## src/design/amou_pkg.sv

```systemverilog
// ----------------------------------------------------------------------------
// amou_pkg
// Shared types and constants of the atomic memory operation unit.
// ----------------------------------------------------------------------------
`default_nettype none

package amou_pkg;

	localparam logic [3:0] CMD_LOAD     = 4'd0;
	localparam logic [3:0] CMD_STORE    = 4'd1;
	localparam logic [3:0] CMD_ADD      = 4'd2;
	localparam logic [3:0] CMD_SUB      = 4'd3;
	localparam logic [3:0] CMD_AND      = 4'd4;
	localparam logic [3:0] CMD_OR       = 4'd5;
	localparam logic [3:0] CMD_XOR      = 4'd6;
	localparam logic [3:0] CMD_EXCHANGE = 4'd7;
	localparam logic [3:0] CMD_CMPXCHG  = 4'd8;
	localparam logic [3:0] CMD_TEST     = 4'd9;

	localparam logic REG_ELEMENT_WIDTH = 1'b0;
	localparam logic REG_VIEW_LENGTH   = 1'b1;

	typedef struct packed {
		logic clear_en;
		logic accept;
		logic exec;
	} ctrl_cmd_t;

	typedef struct packed {
		logic clear_last;
	} ctrl_sts_t;

endpackage

`default_nettype wire

```

## src/design/amou_ctrl.sv

```systemverilog
// ----------------------------------------------------------------------------
// amou_ctrl
// Controller: clearing pass after reset, transaction accept and execute.
// ----------------------------------------------------------------------------
`default_nettype none

module amou_ctrl
	import amou_pkg::*;
(
	input  wire logic      clk,
	input  wire logic      arst_n,
	input  wire logic      start,
	input  wire ctrl_sts_t sts,
	output ctrl_cmd_t      cmd,
	output logic           busy,
	output logic           done
);

	localparam logic [1:0] ST_CLEAR = 2'd0;
	localparam logic [1:0] ST_IDLE  = 2'd1;
	localparam logic [1:0] ST_EXEC  = 2'd2;

	logic [1:0] state_q;
	logic [1:0] state_d;
	logic       done_q;

	always_comb begin
		cmd.clear_en = (state_q == ST_CLEAR);
		cmd.accept   = (state_q == ST_IDLE) && start;
		cmd.exec     = (state_q == ST_EXEC);
		state_d      = state_q;
		case (state_q)
			ST_CLEAR: begin
				if (sts.clear_last) begin
					state_d = ST_IDLE;
				end
			end
			ST_IDLE: begin
				if (start) begin
					state_d = ST_EXEC;
				end
			end
			ST_EXEC: begin
				state_d = ST_IDLE;
			end
			default: begin
				state_d = ST_IDLE;
			end
		endcase
	end

	always_ff @(posedge clk or negedge arst_n) begin
		if (!arst_n) begin
			state_q <= ST_CLEAR;
			done_q  <= 1'b0;
		end else begin
			state_q <= state_d;
			done_q  <= cmd.exec;
		end
	end

	assign busy = (state_q != ST_IDLE);
	assign done = done_q;

endmodule

`default_nettype wire

```

## config.mk

```make
export PLATFORM = sky130hd
export DESIGN_NAME = amou_ctrl
export DESIGN_NICKNAME = d
export VERILOG_FILES = /design/src/design/amou_pkg.sv /design/src/design/amou_ctrl.sv
export SDC_FILE = /design/constraint.sdc
export NUM_CORES = 1
export LEC_CHECK = 0
export BUFFER_PORTS_ARGS = -buffer_cell sky130_fd_sc_hd__buf_4
export CAP_MARGIN = 40
export CELL_PAD_IN_SITES_DETAIL_PLACEMENT = 1
export CELL_PAD_IN_SITES_GLOBAL_PLACEMENT = 1
export CORE_AREA = 2 2 39 41
export CTS_CLUSTER_SIZE = 30
export DETAILED_ROUTE_END_ITERATION = 7
export DIE_AREA = 0 0 41 43
export PLACE_DENSITY_LB_ADDON = 0.1
export SYNTH_ARGS = -nofsm -noshare
export SYNTH_HDL_FRONTEND = slang
export SYNTH_SLANG_ARGS = --single-unit
```

## constraint.sdc

```tcl
create_clock -name clk -period 1.2 [get_ports clk]
set_clock_uncertainty 0.15 [all_clocks]
set_input_delay 0.12 -clock clk [delete_from_list [all_inputs] [get_ports clk]]
set_output_delay 0.12 -clock clk [all_outputs]
set_load 0.01 [all_outputs]
```

==> results.sh <==
export IMPL_outcome="finished, violations left"
export IMPL_failed_checks="setup timing"
export IMPL_irDropWorstVdd_mv=0.413
export IMPL_cp_max_fo=4
export IMPL_synth_top_area_share_pct=63.8
export IMPL_grt_pass1_wl_um=545
export IMPL_final_nets=34
export IMPL_area_growth_pct=147
export IMPL_cts_tree="built"
export IMPL_synthCells=11
export IMPL_wl_um=352
export IMPL_worst_hold_slack_ps=67.9
export IMPL_synth_avg_cell_area_um2=10.7
export IMPL_crit_family="flip-flops"
export IMPL_drt_iter0_drc=1
export IMPL_worstSetupPathType="reg2out"
export IMPL_rsz0062_at_grt="true"
export IMPL_ys_seq_area_share_pct=63.8
export IMPL_grt_start_max_net_pins=5
export IMPL_synthDistinctLibCells=6
export IMPL_fp_dieArea_mm2=0.00176
export IMPL_fin_crit_sh_pct=103
export IMPL_crit_required_ps=930
export IMPL_fin_ws_ps=-37.1
export IMPL_antenna_found_initial=0
export IMPL_cp_cell_sequence="nand2b_4 -> nor2_2 -> buf_4"
export IMPL_grt_pass1_vias=163
export IMPL_slowest_stage="dfrtp_1"
export IMPL_syn_nets=15
export IMPL_tightest_slew_ps=132
export IMPL_finalSetupViolations=3
export IMPL_ant_nets=0
export IMPL_critical_path_max_stage_delay_ps=390
export IMPL_finalMaxSlewViolations=0
export IMPL_final_cells=45
export IMPL_cp_data_arrival_time_ps=970
export IMPL_netlist_area_um2=118
export IMPL_numPortBuffers=8
export IMPL_max_cap_violations=0
export IMPL_place_ws_ps=142
export IMPL_numCtsBuffers=3
export IMPL_cts_root_buf="clkbuf_4"
export IMPL_finalSetupTns_ps=-58.7
export IMPL_hold_viol=0
export IMPL_path_clk_slew_ps=30
export IMPL_ctsLongestPathBuffers=2
export IMPL_clk_latency_ps=230
export IMPL_post_route_min_period_ps=1240
export IMPL_critPathLaunchType="flop"
export IMPL_htree_num_levels=1
export IMPL_fmax_mhz=808
export IMPL_leakage_nw=0.148
export IMPL_synth_area_top_cells="dfrtp_1, nor2b_1, nor2_1"
export IMPL_row_count=14
export IMPL_io_pins=9
export IMPL_crit_path_end_kind="primary output"
export IMPL_via_per_inst=3.04
export IMPL_layout_drive_gt1_share_pct=69.0
export IMPL_wl_per_cell_um=7.82
export IMPL_cts_sinks=3
export IMPL_slew_headroom_pct=91.2
export IMPL_drc=0
export IMPL_initial_core_util_pct=8.50
export IMPL_yosysTopAreaCell="dfrtp_1"
export IMPL_placed_cells=35
export IMPL_vias=137
export IMPL_powerDensity_mw_per_mm2=2050
export IMPL_min_path_type="in2async"
export IMPL_core_area_mm2=0.00138
export IMPL_diodes=0
export IMPL_worst_path_buf_inv=1
export IMPL_chipWidth_um=41
export IMPL_grt_usage_pct=5.52
export IMPL_die_h_um=43
export IMPL_grt_overflow_total=0
export IMPL_yosysWarnings=0
export IMPL_firstDrtPassIters=2
export IMPL_gp_congestion=0.547
export IMPL_ys_ff_latch=3
## registers in the layout, summed over array words and instances (netlist names)
register  count
done          1
state_q       2
## report_power, final
group | internal [W] | switching [W]
logic | 0.000162 | 0.0000950
registers | 0.000132 | 0.0000341
clock network | 0.000124 | 0.0000472
## per-stage QoR
stage | power, W | cell area (um^2) | utilization (%)
final | 0.000595 | 290 | 21.0
after global routing | 0.000645 | 290 | 21.0
after CTS | 0.000566 | 270 | 19.5
after detailed placement | 0.000324 | 198 | 14.3
after global placement | 0.000329 | 198 | 14.3
after floorplan | 0.000225 | 118 | -
## cells in the mapped netlist
| cell | instances |
|---|---|
| nor2_1 | 3 |
| dfrtp_1 | 3 |
| a211o_1 | 1 |
| nor2b_1 | 2 |
| nand2b_1 | 1 |
| inv_1 | 1 |
## layout by cell type (no fill, tap or decap), drive strengths merged
cell type     n
buf          12
inv           1
dfrtp         3
a211o         1
nor2b         2
dlygate4sd3   2
clkbuf        4
nand2b        1
nor2          3
## kinds of logic (layout without fill, tap and decap cells)
kind of cell | count (synthesis) | in the layout | synth area share [%]
DFF | 3 | 3 | 63.8
and+or+nand+nor | 6 | 6 | 25.5
AOI/OAI and AO/OA | 1 | 1 | 7.45
buffers and inverters | 1 | 19 | 3.19
## per-layer routing
metal | up-vias | global-route usage (%) | routed length, um
met4 | 0 | 10.0 | 0
met2 | 4 | 6.88 | 215
met5 | - | 0 | 0
met3 | 0 | 3.14 | 19
met1 | 64 | 3.86 | 118
li1 | 69 | - | -
## what timing repair did
| action | in CTS | in global routing |
|---|---|---|
| setup buffers | 2 | 2 |
| endpoints found under the hold margin | 4 | 0 |
| gates resized for setup | 3 | 2 |
| hold buffers | 2 | 0 |
| pin swaps | 0 | 1 |
| setup endpoints to repair | 3 | 4 |
## area by class of cell
class	count	area (um^2)
Sequential cell	3	76.3
Inverter	1	3.75
Clock buffer	4	26.3
Fill cell	164	1090
Timing Repair Buffer	14	110
Multi-Input combinational cell	7	53.8
Tap cell	16	20.0
## worst paths after layout
| kind | slack, ps | start | cells after the start | endpoint |
|---|---|---|---|---|
| setup / recovery | -40 | state_q[1] | 3 | cmd[1] |
| hold / removal | 70 | arst_n | 2 | state_q[0] |
| setup reg to reg | 90 | state_q[0] | 3 | state_q[0] |
| hold reg to reg | 360 | state_q[1] | 1 | state_q[0] |
| max in group asynchronous | 730 | arst_n | 2 | state_q[0] |
| min in group clk | 70 | sts | 3 | state_q[0] |
(Power assumes the default switching activity.)
